`config.mk`:
```
export PLATFORM = sky130hd
export DESIGN_NAME = ir_pulse_width_frame_decoder_flat
export DESIGN_NICKNAME = d
export VERILOG_FILES = /design/src/rtl/ipwfd_pkg.sv /design/src/rtl/ipwfd_if.sv /design/src/rtl/ipwfd_front.sv /design/src/rtl/ipwfd_queue.sv /design/src/rtl/ipwfd_back.sv /design/src/rtl/ir_pulse_width_frame_decoder.sv /design/src/flat_wrapper.sv
export VERILOG_INCLUDE_DIRS = /design/src /design/src/rtl
export SDC_FILE = /design/constraint.sdc
export NUM_CORES = 1
export LEC_CHECK = 0
export BUFFER_PORTS_ARGS = -buffer_cell sky130_fd_sc_hd__buf_4
export CORE_MARGIN = 2
export CORE_UTILIZATION = 60
export DETAILED_ROUTE_END_ITERATION = 8
export PLACE_DENSITY = 0.8
export SLEW_MARGIN = 30
export SYNTH_ARGS = -nofsm -noshare
export SYNTH_HDL_FRONTEND = slang
export SYNTH_HIERARCHICAL = 1
export SYNTH_SLANG_ARGS = --single-unit
```
`constraint.sdc`:
```
create_clock -name clk -period 2.6 [get_ports clk]
set_input_delay 0.13 -clock clk [delete_from_list [all_inputs] [get_ports clk]]
set_output_delay 0.13 -clock clk [all_outputs]
set_load 0.005 [all_outputs]
```
`src/rtl/ir_pulse_width_frame_decoder_assert.svh`:
```
// ---------------------------------------------------------------------------
// Assertion macros for the IR pulse-width frame decoder.
// Each macro expects signals named clk and rst in the scope of its use.
// ---------------------------------------------------------------------------
`ifndef IR_PULSE_WIDTH_FRAME_DECODER_ASSERT_SVH
`define IR_PULSE_WIDTH_FRAME_DECODER_ASSERT_SVH

// The consequent must hold in the same cycle as the antecedent.
`define IPWFD_ASSERT_SAME(label, ante, cons) \
  label: assert property (@(posedge clk) disable iff (rst) (ante) |-> (cons)) \
    else $error("same-cycle check failed");

// The consequent must hold in the cycle after the antecedent.
`define IPWFD_ASSERT_NEXT(label, ante, cons) \
  label: assert property (@(posedge clk) disable iff (rst) (ante) |=> (cons)) \
    else $error("next-cycle check failed");

`endif

```
`src/rtl/ipwfd_pkg.sv`:
```
// ---------------------------------------------------------------------------
// ipwfd_pkg
// Shared constants, types and helpers of the IR pulse-width frame decoder.
// ---------------------------------------------------------------------------
package ipwfd_pkg;

  localparam int unsigned FRAME_BITS_DEFAULT = 16;
  localparam int unsigned WORD_W             = 16;
  localparam int unsigned WIDTH_W            = 8;
  localparam int unsigned OWN_TEAM_W         = 4;
  localparam int unsigned PLAYER_W           = 4;
  localparam int unsigned TEAM_W             = 3;
  localparam int unsigned CFG_INDEX_W        = 3;
  localparam int unsigned CFG_DATA_W         = 8;
  localparam int unsigned QUEUE_DEPTH        = 2;

  localparam int unsigned PLAYER_LSB = 11;
  localparam int unsigned TEAM_LSB   = 8;
  localparam int unsigned BYTE_W     = 8;

  localparam logic [WIDTH_W-1:0]    WIN_MIN_RESET  = 8'd0;
  localparam logic [WIDTH_W-1:0]    WIN_MAX_RESET  = 8'd255;
  localparam logic [OWN_TEAM_W-1:0] OWN_TEAM_RESET = 4'd0;

  typedef enum logic [CFG_INDEX_W-1:0] {
    REG_START_MIN = 3'd0,
    REG_START_MAX = 3'd1,
    REG_ZERO_MIN  = 3'd2,
    REG_ZERO_MAX  = 3'd3,
    REG_ONE_MIN   = 3'd4,
    REG_ONE_MAX   = 3'd5,
    REG_OWN_TEAM  = 3'd6
  } cfg_reg_t;

  typedef struct packed {
    logic timeout;
    logic start_hit;
    logic data_hit;
    logic data_bit;
  } cls_t;

  typedef struct packed {
    logic active;
    logic emit;
  } back_status_t;

  function automatic logic in_window(input logic [WIDTH_W-1:0] w,
                                     input logic [WIDTH_W-1:0] lo,
                                     input logic [WIDTH_W-1:0] hi);
    return (w > lo) && (w < hi);
  endfunction

endpackage

```
`src/rtl/ipwfd_if.sv`:
```
// ---------------------------------------------------------------------------
// ipwfd interfaces
// Valid/ready channels for pulse events, decoded frames and register writes.
// ---------------------------------------------------------------------------
interface ipwfd_pulse_if;
  logic                               valid;
  logic                               ready;
  logic                               action;
  logic [ipwfd_pkg::WIDTH_W-1:0]      pulse_width;

  modport source (output valid, action, pulse_width, input ready);
  modport sink   (input valid, action, pulse_width, output ready);
endinterface

interface ipwfd_result_if;
  logic                               valid;
  logic                               ready;
  logic [ipwfd_pkg::WORD_W-1:0]       frame_word;
  logic [ipwfd_pkg::PLAYER_W-1:0]     player_id;
  logic [ipwfd_pkg::TEAM_W-1:0]       team_id;
  logic                               copy_ok;
  logic                               foreign_hit;

  modport source (output valid, frame_word, player_id, team_id, copy_ok, foreign_hit,
                  input ready);
  modport sink   (input valid, frame_word, player_id, team_id, copy_ok, foreign_hit,
                  output ready);
endinterface

interface ipwfd_cfg_if;
  logic                               valid;
  logic                               ready;
  logic [ipwfd_pkg::CFG_INDEX_W-1:0]  index;
  logic [ipwfd_pkg::CFG_DATA_W-1:0]   data;

  modport source (output valid, index, data, input ready);
  modport sink   (input valid, index, data, output ready);
endinterface

```
`src/rtl/ipwfd_front.sv`:
```
// ---------------------------------------------------------------------------
// ipwfd_front
// Holds the window registers and classifies each accepted pulse event.
// ---------------------------------------------------------------------------
module ipwfd_front (
  input  logic                                 clk,
  input  logic                                 rst,
  ipwfd_pulse_if.sink                          pulse,
  ipwfd_cfg_if.sink                            cfg,
  input  logic                                 q_full,
  output logic                                 q_push,
  output ipwfd_pkg::cls_t                      q_data,
  output logic [ipwfd_pkg::OWN_TEAM_W-1:0]     own_team
);

  logic [ipwfd_pkg::WIDTH_W-1:0] start_lo;
  logic [ipwfd_pkg::WIDTH_W-1:0] start_hi;
  logic [ipwfd_pkg::WIDTH_W-1:0] zero_min;
  logic [ipwfd_pkg::WIDTH_W-1:0] zero_max;
  logic [ipwfd_pkg::WIDTH_W-1:0] one_min;
  logic [ipwfd_pkg::WIDTH_W-1:0] one_max;
  logic                          zero_match;
  logic                          one_match;
  logic                          start_match;

  assign cfg.ready = 1'b1;

  always_ff @(posedge clk) begin
    if (rst) begin
      start_lo  <= ipwfd_pkg::WIN_MIN_RESET;
      start_hi  <= ipwfd_pkg::WIN_MAX_RESET;
      zero_min  <= ipwfd_pkg::WIN_MIN_RESET;
      zero_max  <= ipwfd_pkg::WIN_MAX_RESET;
      one_min   <= ipwfd_pkg::WIN_MIN_RESET;
      one_max   <= ipwfd_pkg::WIN_MAX_RESET;
      own_team  <= ipwfd_pkg::OWN_TEAM_RESET;
    end else if (cfg.valid) begin
      unique case (ipwfd_pkg::cfg_reg_t'(cfg.index))
        ipwfd_pkg::REG_START_MIN: start_lo  <= cfg.data;
        ipwfd_pkg::REG_START_MAX: start_hi  <= cfg.data;
        ipwfd_pkg::REG_ZERO_MIN:  zero_min  <= cfg.data;
        ipwfd_pkg::REG_ZERO_MAX:  zero_max  <= cfg.data;
        ipwfd_pkg::REG_ONE_MIN:   one_min   <= cfg.data;
        ipwfd_pkg::REG_ONE_MAX:   one_max   <= cfg.data;
        ipwfd_pkg::REG_OWN_TEAM:  own_team  <= cfg.data[ipwfd_pkg::OWN_TEAM_W-1:0];
        default: ;
      endcase
    end
  end

  assign start_match = ipwfd_pkg::in_window(pulse.pulse_width, start_lo, start_hi);
  assign zero_match  = ipwfd_pkg::in_window(pulse.pulse_width, zero_min, zero_max);
  assign one_match   = ipwfd_pkg::in_window(pulse.pulse_width, one_min, one_max);

  assign pulse.ready = !q_full;
  assign q_push      = pulse.valid && !q_full;

  // The zero window takes precedence over the one window.
  always_comb begin
    q_data.timeout   = pulse.action;
    q_data.start_hit = !pulse.action && start_match;
    q_data.data_hit  = !pulse.action && (zero_match || one_match);
    q_data.data_bit  = !zero_match && one_match;
  end

endmodule

```
`src/rtl/ipwfd_queue.sv`:
```
// ---------------------------------------------------------------------------
// ipwfd_queue
// Short FIFO of classified events between the front and the back.
// ---------------------------------------------------------------------------
module ipwfd_queue (
  input  logic             clk,
  input  logic             rst,
  input  logic             push,
  input  ipwfd_pkg::cls_t  push_data,
  output logic             full,
  input  logic             pop,
  output ipwfd_pkg::cls_t  pop_data,
  output logic             empty
);

  // The depth is a power of two, so the pointers wrap on their own.
  localparam int unsigned PTR_W = $clog2(ipwfd_pkg::QUEUE_DEPTH);
  localparam int unsigned CNT_W = $clog2(ipwfd_pkg::QUEUE_DEPTH + 1);
  localparam logic [CNT_W-1:0] DEPTH_CNT = CNT_W'(ipwfd_pkg::QUEUE_DEPTH);

  ipwfd_pkg::cls_t   entries [ipwfd_pkg::QUEUE_DEPTH];
  logic [PTR_W-1:0]  wr_ptr;
  logic [PTR_W-1:0]  rd_ptr;
  logic [CNT_W-1:0]  count;

  assign full     = (count == DEPTH_CNT);
  assign empty    = (count == '0);
  assign pop_data = entries[rd_ptr];

  always_ff @(posedge clk) begin
    if (push) begin
      entries[wr_ptr] <= push_data;
    end
  end

  always_ff @(posedge clk) begin
    if (rst) begin
      wr_ptr <= '0;
      rd_ptr <= '0;
      count  <= '0;
    end else begin
      if (push) begin
        wr_ptr <= wr_ptr + PTR_W'(1);
      end
      if (pop) begin
        rd_ptr <= rd_ptr + PTR_W'(1);
      end
      if (push && !pop) begin
        count <= count + CNT_W'(1);
      end else if (pop && !push) begin
        count <= count - CNT_W'(1);
      end
    end
  end

endmodule

```
`src/rtl/ipwfd_back.sv`:
```
// ---------------------------------------------------------------------------
// ipwfd_back
// Frame state machine: shifts in data bits and registers finished frames.
// ---------------------------------------------------------------------------
module ipwfd_back #(
  parameter int unsigned FRAME_BITS = ipwfd_pkg::FRAME_BITS_DEFAULT
) (
  input  logic                                 clk,
  input  logic                                 rst,
  input  logic                                 empty,
  input  ipwfd_pkg::cls_t                      head,
  output logic                                 pop,
  input  logic [ipwfd_pkg::OWN_TEAM_W-1:0]     own_team,
  ipwfd_result_if.source                       result,
  output ipwfd_pkg::back_status_t              status
);

  localparam int unsigned CNT_W = $clog2(FRAME_BITS + 2);
  localparam logic [CNT_W-1:0] LAST_CNT = CNT_W'(FRAME_BITS);
  localparam int unsigned W = ipwfd_pkg::WORD_W;
  localparam int unsigned B = ipwfd_pkg::BYTE_W;

  logic [CNT_W-1:0] bit_counter;
  logic [CNT_W-1:0] bit_counter_next;
  logic [W-1:0]     shift_word;
  logic [W-1:0]     shift_word_next;
  logic             emit;
  logic [ipwfd_pkg::TEAM_W-1:0] team_next;
  logic             copy_next;

  assign pop = !empty && (!result.valid || result.ready);

  always_comb begin
    bit_counter_next = bit_counter;
    shift_word_next  = shift_word;
    emit             = 1'b0;
    if (pop) begin
      priority if (head.timeout) begin
        bit_counter_next = '0;
        shift_word_next  = '0;
      end else if (bit_counter == '0) begin
        if (head.start_hit) begin
          bit_counter_next = CNT_W'(1);
          shift_word_next  = '0;
        end
      end else if (head.data_hit) begin
        shift_word_next = {shift_word[W-2:0], head.data_bit};
        if (bit_counter == LAST_CNT) begin
          bit_counter_next = '0;
          emit             = 1'b1;
        end else begin
          bit_counter_next = bit_counter + CNT_W'(1);
        end
      end else begin
        bit_counter_next = bit_counter;
      end
    end
  end

  assign team_next = shift_word_next[ipwfd_pkg::TEAM_LSB +: ipwfd_pkg::TEAM_W];
  assign copy_next = (shift_word_next[W-1:W-B] == shift_word_next[B-1:0]);

  always_ff @(posedge clk) begin
    if (rst) begin
      bit_counter  <= '0;
      shift_word   <= '0;
      result.valid <= 1'b0;
    end else begin
      bit_counter <= bit_counter_next;
      shift_word  <= shift_word_next;
      if (emit) begin
        result.valid <= 1'b1;
      end else if (result.ready) begin
        result.valid <= 1'b0;
      end
    end
  end

  always_ff @(posedge clk) begin
    if (emit) begin
      result.frame_word  <= shift_word_next;
      result.player_id   <= shift_word_next[ipwfd_pkg::PLAYER_LSB +: ipwfd_pkg::PLAYER_W];
      result.team_id     <= team_next;
      result.copy_ok     <= copy_next;
      result.foreign_hit <= copy_next && ({1'b0, team_next} != own_team);
    end
  end

  assign status.active = (bit_counter != '0);
  assign status.emit   = emit;

endmodule

```
`src/rtl/ir_pulse_width_frame_decoder.sv`:
```
// ---------------------------------------------------------------------------
// ir_pulse_width_frame_decoder
// Decodes pulse-width infrared frames into player, team and hit flags.
//
// The pulse channel carries one event per transfer: a measured pulse width or
// a timeout. The result channel carries one decoded frame per transfer, sent
// when the last data bit of a frame arrives. The cfg channel writes the six
// window bounds and the own team number; it is always ready and should be
// used only while no events are in flight.
// An event is classified against the windows when it is taken and placed in
// a two-entry queue; the frame engine takes one entry per cycle unless the
// result channel stalls. Each frame result is held in an output register,
// and the block takes one event per cycle while the result channel keeps up.
// When the receiver stalls, the finished frame waits in the output register
// and up to two further events are still taken before pulse.ready drops.
// Reset clears the queue and the frame state and restores the register
// defaults: all windows open, own team zero.
// ---------------------------------------------------------------------------
`include "ir_pulse_width_frame_decoder_assert.svh"

module ir_pulse_width_frame_decoder #(
  parameter int unsigned FRAME_BITS = ipwfd_pkg::FRAME_BITS_DEFAULT
) (
  input  logic            clk,
  input  logic            rst,
  ipwfd_pulse_if.sink     pulse,
  ipwfd_result_if.source  result,
  ipwfd_cfg_if.sink       cfg
);

  logic                                q_push;
  logic                                q_full;
  logic                                q_pop;
  logic                                q_empty;
  ipwfd_pkg::cls_t                     q_in;
  ipwfd_pkg::cls_t                     q_head;
  logic [ipwfd_pkg::OWN_TEAM_W-1:0]    own_team;
  ipwfd_pkg::back_status_t             back_status;

  ipwfd_front u_front (
    .clk      (clk),
    .rst      (rst),
    .pulse    (pulse),
    .cfg      (cfg),
    .q_full   (q_full),
    .q_push   (q_push),
    .q_data   (q_in),
    .own_team (own_team)
  );

  ipwfd_queue u_queue (
    .clk       (clk),
    .rst       (rst),
    .push      (q_push),
    .push_data (q_in),
    .full      (q_full),
    .pop       (q_pop),
    .pop_data  (q_head),
    .empty     (q_empty)
  );

  ipwfd_back #(
    .FRAME_BITS (FRAME_BITS)
  ) u_back (
    .clk      (clk),
    .rst      (rst),
    .empty    (q_empty),
    .head     (q_head),
    .pop      (q_pop),
    .own_team (own_team),
    .result   (result),
    .status   (back_status)
  );

  `IPWFD_ASSERT_SAME(a_foreign_needs_copy, result.valid, !result.foreign_hit || result.copy_ok)
  `IPWFD_ASSERT_NEXT(a_timeout_clears, q_pop && q_head.timeout, !back_status.active)
  `IPWFD_ASSERT_NEXT(a_emit_shows_result, back_status.emit, result.valid)

endmodule
```
`src/flat_wrapper.sv`:
```
// flat-port wrapper written by rule: the top's interface ports become plain ports
module ir_pulse_width_frame_decoder_flat 
#(
  parameter int unsigned FRAME_BITS = ipwfd_pkg::FRAME_BITS_DEFAULT
)
  (clk, rst, pulse_valid, pulse_action, pulse_pulse_width, pulse_ready, result_valid, result_frame_word, result_player_id, result_team_id, result_copy_ok, result_foreign_hit, result_ready, cfg_valid, cfg_index, cfg_data, cfg_ready);
  ipwfd_pulse_if pulse_i ();
  ipwfd_result_if result_i ();
  ipwfd_cfg_if cfg_i ();
  input  logic clk;
  input  logic rst;
  input wire logic [$bits(pulse_i.valid)-1:0] pulse_valid;
  input wire logic [$bits(pulse_i.action)-1:0] pulse_action;
  input wire logic [$bits(pulse_i.pulse_width)-1:0] pulse_pulse_width;
  output wire logic [$bits(pulse_i.ready)-1:0] pulse_ready;
  output wire logic [$bits(result_i.valid)-1:0] result_valid;
  output wire logic [$bits(result_i.frame_word)-1:0] result_frame_word;
  output wire logic [$bits(result_i.player_id)-1:0] result_player_id;
  output wire logic [$bits(result_i.team_id)-1:0] result_team_id;
  output wire logic [$bits(result_i.copy_ok)-1:0] result_copy_ok;
  output wire logic [$bits(result_i.foreign_hit)-1:0] result_foreign_hit;
  input wire logic [$bits(result_i.ready)-1:0] result_ready;
  input wire logic [$bits(cfg_i.valid)-1:0] cfg_valid;
  input wire logic [$bits(cfg_i.index)-1:0] cfg_index;
  input wire logic [$bits(cfg_i.data)-1:0] cfg_data;
  output wire logic [$bits(cfg_i.ready)-1:0] cfg_ready;
  assign pulse_i.valid = pulse_valid;
  assign pulse_i.action = pulse_action;
  assign pulse_i.pulse_width = pulse_pulse_width;
  assign pulse_ready = pulse_i.ready;
  assign result_valid = result_i.valid;
  assign result_frame_word = result_i.frame_word;
  assign result_player_id = result_i.player_id;
  assign result_team_id = result_i.team_id;
  assign result_copy_ok = result_i.copy_ok;
  assign result_foreign_hit = result_i.foreign_hit;
  assign result_i.ready = result_ready;
  assign cfg_i.valid = cfg_valid;
  assign cfg_i.index = cfg_index;
  assign cfg_i.data = cfg_data;
  assign cfg_ready = cfg_i.ready;
  ir_pulse_width_frame_decoder #(.FRAME_BITS(FRAME_BITS)) u_core (.clk(clk), .rst(rst), .pulse(pulse_i), .result(result_i), .cfg(cfg_i));
endmodule
```
=== After elaboration in Yosys (flattened, before gate mapping) ===
Memories as Yosys holds them, arrays and structs flattened. A register that Yosys moved wholly into a read port is not among the register bits.
Index checks and enable logic that the tools add are counted.

* Memories: 1
* Input bits: 25
* Output and inout port bits: 28
* Bits in writable memories: 8
* Logic and storage cells: 98
* Bits in registers: 103

{| class="wikitable"
|+ Memory list
! name !! depth !! bits a word !! read ports !! clocked after memory_dff !! wr ports !! RTL line !! source
|-
| u_core.u_queue.entries || 2 || 4 || 1 || 1 || 1 || ipwfd_queue.sv:21 || <nowiki>ipwfd_pkg::cls_t entries [ipwfd_pkg::QUEUE_DEPTH];</nowiki>
|}

* Add/subtract/negate cells: 5
* Eq/ne operators: 11
* Reduce and logical (&&, ||, !) cells: 34
* Mux-type cells: 23
* Magnitude comparators: 6

{| class="wikitable"
|+ Operators by type and width
! kind !! count
|-
| two-way mux 16 bit || 5
|-
| two-way mux 5 bit || 5
|-
| greater-than comparator 8 bit || 3
|-
| less-than comparator 8 bit || 3
|-
| AND reduction 2 bit || 7
|-
| logical AND 1 bit || 11
|-
| two-way mux 1 bit || 11
|-
| equality test 3 bit (second input constant) || 3
|-
| equality test 8 bit || 1
|-
| logical NOT 1 bit || 7
|-
| equality test 3 x 2 -> 1 bit (second input constant) || 2
|-
| adder 5 x 1 -> 5 bit (second input constant) || 1
|-
| equality test 5 bit (second input constant) || 1
|-
| logical NOT 5 bit || 1
|-
| two-way mux 2 bit || 2
|-
| != test 3 x 4 -> 1 bit || 1
|-
| nonzero test 2 bit || 2
|-
| equality test 3 x 1 -> 1 bit (second input constant) || 1
|-
| logical NOT 3 bit || 1
|-
| != test 3 x 1 -> 1 bit (second input constant) || 1
|-
| AND reduction 3 bit || 1
|-
| nonzero test 3 bit || 1
|-
| adder 1 bit (second input constant) || 2
|-
| adder 2 x 1 -> 2 bit (second input constant) || 1
|-
| 4 further kinds || 5
|}

=== Logic depth before layout (Yosys ltp) ===
Gate-level depths: netlist of run 1.

* Word-level depth: 7
* Mapped depth: 10
* Depth with buffers taken out: 8

=== Hierarchy ===
Netlist of run 1, hierarchy kept.

{| class="wikitable"
|+ Modules (own cells, without submodules)
! module !! cells an instance !! instances !! seq. area each (um2) !! area an instance (um2)
|-
| ipwfd_front || 383 || 1 || 1,041.0 || 3,072.9
|-
| ipwfd_back || 195 || 1 || 980.9 || 2,168.3
|-
| ipwfd_queue || 34 || 1 || 340.3 || 493.0
|}

=== Worst setup path after synthesis of run 1 ===
No wires, ideal clock.

* Kind: reg2reg
* From: register with a tool-made name
* To: register u_core.u_back.result.foreign_hit (data pin)
* Clock period less this slack: 2.361 ns
* Arrival time: 2.204 ns
* Setup time: 0.157 ns
* Data required time: 2.443 ns
* Cell stages (with the launch flop): 9
* Path buffers: 2
* Setup slack: 0.239 ns
* Path through: dfxtp_1 > mux2_2 > or4_1 > buf_6 > buf_12 > o211ai_4 > xnor2_1 > nand4_1 > nor3_1

{| class="wikitable"
|+ RTL lines
! element !! RTL line !! source
|-
| end signal: assignment || ipwfd_back.sv:85 || <nowiki>result.foreign_hit <= copy_next && ({1'b0, team_next} != own_team);</nowiki>
|-
| end: declaration || ipwfd_if.sv:24 || <nowiki>modport source (output valid, frame_word, player_id, team_id, copy_ok, foreign_hit,</nowiki>
|}

==> flow_summary.toml, run 1 <==
[status]
outcome = "finished clean"

[final_layout]
antenna_cells = 0
final_cell_mix = "nand2_1 (87), dfxtp_1 (79), buf_4 (60), inv_1 (49), ha_1 (48)"
synthToLayoutAreaGrowth_pct = 12.0
final_common_cell = "nand2_1"
final_layout_size_suffix_gt1_share_pct = 16.0
fin_nets = 725

[clocking]
cts_buffers = 9
htreeDepth = 3
clk_latency_ns = 0.37
cts_root_buf = "clkbuf_8"
cts_sinks = 105
cts_buffer_depth = 2
cts_tree = "built"
clk_pin_slew_ns = 0.11

[detailed_routing]
ant_nets = 0
routedWlPerCell_um = 16.6
route.detailed.drc = 0
firstDrtPassIters = 5
dr.first_iter.drc_count = 238
num_vias = 4537
via_per_inst = 5.77
wl_um = 13100

[power]
p_comb_share_pct = 21.9
p_sw_mw = 1.13
switching_share_pct = 30.1
powerDensity_nw_per_um2 = 586
p_int_mw = 2.62
pwr-share-seq_pct = 47.6
leakage_nw = 2.72
clockPowerShare_pct = 30.5
ir_drop_mv = 0.347

[timing]
max_freq_ghz = 0.394
fin_crit_ns = 2.54
tightest_slew_ns = 0.788
holdWs_ns = 0.0346
tns_ns = 0
hold_violations = 0
drv_slew = 0
fin_skew_ns = 0.0172
setup_viol = 0
fin_crit_sh_pct = 97.7
relSlewSlack_pct = 47.4

[place]
dp_hpwl_um = 9030
gp_congestion = 0.890
port_buffers = 51

[floorplanning]
die_y_um = 102
core_sq_um = 9240
dieWidth_um = 102
ioPinCount = 53
initial_core_util_pct = 61.9
rows = 35
die-area_sq_um = 10300

[yosys]
avgSynthCellArea_sq_um = 9.38
ys_warn_count = 6
synth_area_sq_um = 5720
syn-num-nets = 683
syn_inst = 610

[critical_path]
end_kind = "flip-flop"
critPathMaxFanout = 16
arrival_ns = 2.76
startpoint_type = "flip-flop"
cp_data_required_time_ns = 2.82
worstSetupPathType = "flip-flop to flip-flop"

[grt]
grt_pass1_vias = 4582
grt_overflow_total = 0
grt_max_degree = 80
grt_pass1_wl_um = 21600
grt_usage_pct = 26.5
antenna_found_initial = 0

[worst_hold_path]
min_path_type = "input pin to flip-flop"

[flow_run]
max-cap-violations = 0
## power groups by stage
stage	sequential [mW]	clock [mW]	combinational [mW]
detailed placement	1.83	0	0.806
global placement	1.82	0	0.778
floorplan	1.82	0	0.586
CTS	1.79	1.16	0.815
finish	1.79	1.15	0.821
global route	1.80	1.21	0.914
## area by class of cell
type / count / area (sq um)
clock buffer: 9 / 124
clock inverter: 7 / 103
fill: 723 / 2830
inverter: 49 / 184
multi-input combinational: 425 / 3000
sequential: 105 / 2360
tap: 129 / 161
timing repair buffer: 62 / 480
## metal layers
layer,GRT usage (%),wire [um]
met3,4.90,720
met1,32.2,5400
met5,0,0
met2,46.9,6710
met4,9.15,249
## sequential cells by signal, summed over array words and instances, names as in the netlist, 5 cells and up, named ones only
name / cells
u_core/u_back/result.frame_word: 16
u_core/u_back/bit_counter: 5
u_core/u_front/zero_max: 8
u_core/u_front/one_min: 8
u_core/u_front/start_lo: 8
u_core/u_queue/entries: 8
u_core/u_front/start_hi: 8
u_core/u_front/one_max: 8
u_core/u_back/shift_word: 16
u_core/u_front/zero_min: 8
## what timing repair did
action,4_1_cts,5_1_grt
endpoints found under the hold margin,2,0
endpoints found under the setup margin,0,2
setup buffers,0,1
hold buffers,1,0
gates resized for setup,0,2
## path summary, 6_finish.rpt
check,from,end,slack (ns),cells past startpoint
setup / recovery,flip-flop,u_core/u_back/result.foreign_hit,0.06,7
hold / removal,cfg_data[1],u_core/u_front/start_hi[1],0.03,2
setup reg to reg,flip-flop,u_core/u_back/result.foreign_hit,0.06,7
hold reg to reg,u_core/u_front/start_lo[7],u_core/u_front/start_lo[7],0.46,2
## through the flow
step	std cells	power (mW)	utilization, %	setup WS (ns)	instance area (sq um)
after detailed placement	768	2.63	66.5	0.138	6140
after global routing	786	3.93	69.4	-0.0306	6410
after global placement	768	2.60	66.5	0.190	6140
after CTS	785	3.76	69.1	0.108	6380
after floorplan	610	2.41	-	0.239	5720
final	786	3.76	69.4	0.0604	6410
## worst max-delay path, stage by stage, from the launching register on
cell and delay (ns):
dfxtp_1 0.35, mux2_2 0.34, or4_1 0.58, buf_12 0.20, o211ai_1 0.31, xnor2_1 0.22, nand4_1 0.18, nor3_1 0.21
Power figures use the tool's default switching activity.
==> inputs of run 2 (changes only) <==
Settings changed: CTS_BUF_LIST set to sky130_fd_sc_hd__clkbuf_16, HOLD_SLACK_MARGIN set to 0.05.
==> run 2 against run 1 <==
Against the previous run:
- sequential cell count unchanged
- worst setup slack better by 0.050 ns
- clock-buffer cell count unchanged
- utilization up 1.0 points
- register-to-register slack better by 0.05 ns
- global-route usage up 0.54 points
==> flow_summary.toml, run 2 (synthesis results as in run 1) <==
[status]
outcome = "finished clean"

[grt]
grt_pass1_vias = 4571
grt_usage_pct = 27.0
grt_overflow_total = 0
grt_max_degree = 80
grt_pass1_wl_um = 21900
antenna_found_initial = 0

[floorplanning]
die_y_um = 102
ioPinCount = 53
initial_core_util_pct = 61.9
rows = 35
die-area_sq_um = 10300
core_sq_um = 9240
dieWidth_um = 102

[critical_path]
max_stage_delay_ns = 0.58
worstSetupPathType = "flip-flop to flip-flop"
cp_data_required_time_ns = 2.70
crit_chain = "mux2_2 -> or4_1 -> buf_12 -> o211ai_2 -> xor2_1 -> nor4_1 -> nor3_1"
critPathMaxFanout = 16
arrival_ns = 2.58
end_kind = "flip-flop"
startpoint_type = "flip-flop"
crit_slowest_cell = "or4_1"

[flow_run]
max-cap-violations = 0

[clocking]
clk_pin_slew_ns = 0.08
cts_buffer_depth = 2
cts_sinks = 105
cts_tree = "built"
cts_buffers = 9
clk_latency_ns = 0.35
htreeDepth = 3
cts_root_buf = "clkbuf_16"

[place]
dp_hpwl_um = 9030
port_buffers = 51
numPlacedInstances = 768
pre_cts_ws_ns = 0.138
gp_congestion = 0.890

[detailed_routing]
via_per_inst = 5.79
ant_nets = 0
dr.first_iter.drc_count = 244
routedWlPerCell_um = 16.8
route.detailed.drc = 0
num_vias = 4552
wl_um = 13200
firstDrtPassIters = 5

[timing]
rsz0062_at_grt = "no"
fin_crit_sh_pct = 95.7
setup_viol = 0
relSlewSlack_pct = 47.4
max_freq_ghz = 0.402
holdWs_ns = 0.0540
fin_skew_ns = 0.0115
tightest_slew_ns = 0.789
drv_slew = 0
fin_crit_ns = 2.49
hold_violations = 0
tns_ns = 0
layout_setup_ws_ns = 0.111

[power]
ir_drop_mv = 0.368
leakage_nw = 2.77
powerDensity_nw_per_um2 = 631

[final_layout]
final_cell_mix = "nand2_1 (87), dfxtp_1 (79), buf_4 (60), inv_1 (49), ha_1 (48)"
final_util_pct = 70.4
synthToLayoutAreaGrowth_pct = 13.6
antenna_cells = 0
final_common_cell = "nand2_1"
final_layout_size_suffix_gt1_share_pct = 16.0
reg_top3 = "u_core/u_back/result.frame_word: 16 flops, u_core/u_back/shift_word: 16 flops"
fin_nets = 725
stdcell_count = 786

[worst_hold_path]
min_path_type = "input pin to flip-flop"
==> run 2: repair_timing <==
item | CTS | global route
endpoints found under the hold margin | 2 | 0
buffers inserted | 0 | 1
resized for setup | 0 | 1
setup endpoints to repair | 0 | 2
hold buffers | 1 | 0
==> run 2: per-stage QoR <==
stage | cell area (sq um) | power [mW]
after global placement | 6140 | 2.60
final | 6500 | 4.11
after global routing | 6500 | 4.27
after CTS | 6480 | 4.12
after floorplan | 5720 | 2.41
after detailed placement | 6140 | 2.63
==> run 2: final timing paths <==
check | startpoint | to | slack [ns] | depth (start not counted)
worst min-delay path | cfg_data[1] | u_core/u_front/start_hi[1] | 0.05 | 2
worst max-delay path | flip-flop | u_core/u_back/result.foreign_hit | 0.11 | 7
worst max register to register | flip-flop | u_core/u_back/result.foreign_hit | 0.11 | 7
worst min register to register | u_core/u_front/start_lo[7] | u_core/u_front/start_lo[7] | 0.46 | 2
==> run 2: routing by layer <==
metal	track usage, %	vias to the layer above	share of wire (%)
li1	-	2179	-
met1	32.5	2227	41
met2	47.8	124	52
met3	5.24	22	4.5
met4	9.88	0	2.1
met5	0	-	0
==> run 2: worst max-delay path, delay by kind of cell, from the launching register on <==
| kind | cells | cell delay, ns |
|---|---|---|
| AO/OA/AOI/OAI | 1 | 0.29 |
| XOR/XNOR | 1 | 0.11 |
| buffers and inverters | 1 | 0.20 |
| flip-flops | 1 | 0.34 |
| multiplexers | 1 | 0.35 |
| AND/OR/NAND/NOR | 3 | 0.94 |
==> run 2: cell type report <==
cell class,instances,area (sq um)
Sequential cell,105,2360
Tap cell,129,161
Multi-Input combinational cell,425,2990
Clock inverter,7,103
Inverter,49,184
Clock buffer,9,225
Timing Repair Buffer,62,480
Fill cell,707,2740
==> run 2: power by group <==
part	internal, mW	leakage [nW]	total [mW]	switching (mW)
combinational	0.323	1.74	0.825	0.502
clock	0.854	0.150	1.49	0.637
sequential	1.75	0.880	1.79	0.0396
==> inputs of run 3 (changes only) <==
Settings changed: CAP_MARGIN set to 20.
Clock period 2.6 ns to 2.3 ns, I/O delays scaled along.
==> run 3 against run 2 <==
Against the previous run:
- the run now ends with negative setup slack left
- sequential share of layout area fell by 1.1 points
- highest routed layer unchanged
- worst setup slack got worse by 0.19 ns
- global-route usage fell by 0.078 points
- sequential power rose by 13%
- final cell count rose by 2.9%
==> flow_summary.toml, run 3 (synthesis results as in run 1) <==
[grt]
grt_pass1_wl_um = 21700
grt.met1_usage_pct = 32.8
grt_pass1_vias = 4522
antenna_found_initial = 0
grt_busiest_layer = "met2"
grtUsageMet2_pct = 46.9
grt_usage_pct = 27.0
grt_use_met3_pct = 4.42
grt_max_degree = 80
grt_overflow_total = 0

[power]
p_sw_mw = 1.33
leakage_nw = 2.91
clockPowerShare_pct = 32.9
pwr-share-seq_pct = 44.8
ir_drop_mv = 0.380
powerDensity_nw_per_um2 = 673
p_comb_share_pct = 22.3
switching_share_pct = 29.5
p_int_mw = 3.19

[floorplanning]
dieWidth_um = 102
core_sq_um = 9240
rows = 35
die-area_sq_um = 10300
ioPinCount = 53
die_y_um = 102
initial_core_util_pct = 61.9

[timing]
rsz0062_at_grt = "yes"
fin_crit_ns = 2.38
hold_violations = 0
fin_crit_sh_pct = 103
max_freq_ghz = 0.420
layout_setup_ws_ns = -0.0802
setup_viol = 2
fin_skew_ns = 0.0107
relSlewSlack_pct = 45.1
tightest_slew_ns = 0.823
drv_slew = 0

[clocking]
cts_root_buf = "clkbuf_16"
cts_tree = "built"
clk_latency_ns = 0.34
cts_buffers = 9
cts_sinks = 105
cts_buffer_depth = 2
htreeDepth = 3
clk_pin_slew_ns = 0.08

[critical_path]
cp_data_required_time_ns = 2.39
critPathMaxFanout = 8
arrival_ns = 2.47
worstSetupPathType = "flip-flop to flip-flop"
startpoint_type = "flip-flop"
end_kind = "flip-flop"

[detailed_routing]
dr.first_iter.drc_count = 264
wl_um = 13400
routedWlPerCell_um = 16.6
route.detailed.drc = 0
via_per_inst = 5.77
num_vias = 4668
firstDrtPassIters = 5
ant_nets = 0

[place]
dp_hpwl_um = 9120
gp_congestion = 0.897
numPlacedInstances = 786
pre_cts_ws_ns = -0.136
port_buffers = 51

[flow_run]
max-cap-violations = 0

[worst_hold_path]
min_path_type = "input pin to flip-flop"

[final_layout]
synthToLayoutAreaGrowth_pct = 17.3
num-fill-cells = 664
fin_nets = 748
stdcell_count = 809
final_cell_mix = "nand2_1 (87), buf_4 (78), dfxtp_1 (76), inv_1 (49), ha_1 (48)"
final_layout_size_suffix_gt1_share_pct = 18.7
final_common_cell = "nand2_1"
antenna_cells = 0
reg_top3 = "u_core/u_back/result.frame_word: 16 flops, u_core/u_back/shift_word: 16 flops"

[status]
outcome = "finished, violations left"
failed_checks = "negative setup slack"
## run 3: per-layer routing
metal | routed length, um | vias to the layer above | part of all wire (%)
met1 | 5580 | 2234 | 42
met5 | 0 | - | 0
met3 | 749 | 30 | 5.6
li1 | - | 2231 | -
met4 | 373 | 0 | 2.8
met2 | 6730 | 173 | 50
## run 3: cell type report
| cell class | instances | area (sq um) | share of cell area, % |
|---|---|---|---|
| Tap cell | 129 | 161 | 2.40 |
| Inverter | 49 | 184 | 2.74 |
| Clock buffer | 10 | 250 | 3.73 |
| Timing Repair Buffer | 85 | 684 | 10.2 |
| Clock inverter | 6 | 41.3 | 0.615 |
| Multi-Input combinational cell | 425 | 3030 | 45.1 |
| Sequential cell | 105 | 2370 | 35.2 |
## run 3: what timing repair did
action	in CTS	in global routing
buffers inserted	2	0
hold buffers	4	0
gates cloned	1	0
endpoints found under the hold margin	6	0
setup endpoints to repair	2	2
resized for setup	11	0
pin swaps	7	4
## run 3: critical path, stage by stage (launching register included)
cell and delay, ns:
edfxtp_1 0.37, mux2_4 0.28, or4_4 0.54, buf_12 0.18, o211ai_4 0.20, xor2_1 0.12
nor4_1 0.33, nor3_1 0.09
## run 3: path summary, 6_finish.rpt
check                                     from                               end  slack, ns  cells past startpoint
hold / removal                     cfg_data[1]        u_core/u_front/start_hi[1]       0.06                      2
setup / recovery  u_core/u_queue/entries[0][3]  u_core/u_back/result.foreign_hit      -0.08                      7
setup reg to reg  u_core/u_queue/entries[0][3]  u_core/u_back/result.foreign_hit      -0.08                      7
hold reg to reg     u_core/u_front/zero_min[1]        u_core/u_front/zero_min[1]       0.46                      2
## run 3: metrics by stage
| step | hold slack (ns) | TNS, ns | instance area, sq um | utilization, % | total power, mW |
|---|---|---|---|---|---|
| 3_3_place_gp | 0.338 | -0.0304 | 6280 | 68.0 | 2.97 |
| 4_1_cts | 0.0525 | -0.00243 | 6720 | 72.7 | 4.51 |
| 5_1_grt | 0.0517 | -0.249 | 6720 | 72.7 | 4.69 |
| 2_1_floorplan | 0.180 | 0 | 5730 | - | 2.73 |
| 6_report | 0.0604 | -0.0842 | 6720 | 72.7 | 4.52 |
| 3_5_place_dp | 0.339 | -0.136 | 6280 | 68.0 | 3.00 |
## run 3: power by group through the flow
stage | sequential [mW] | combinational (mW) | clock (mW)
6_report | 2.03 | 1.01 | 1.49
5_1_grt | 2.04 | 1.09 | 1.56
4_1_cts | 2.03 | 0.983 | 1.50
3_5_place_dp | 2.07 | 0.934 | 0
3_3_place_gp | 2.06 | 0.905 | 0
2_1_floorplan | 2.06 | 0.667 | 0
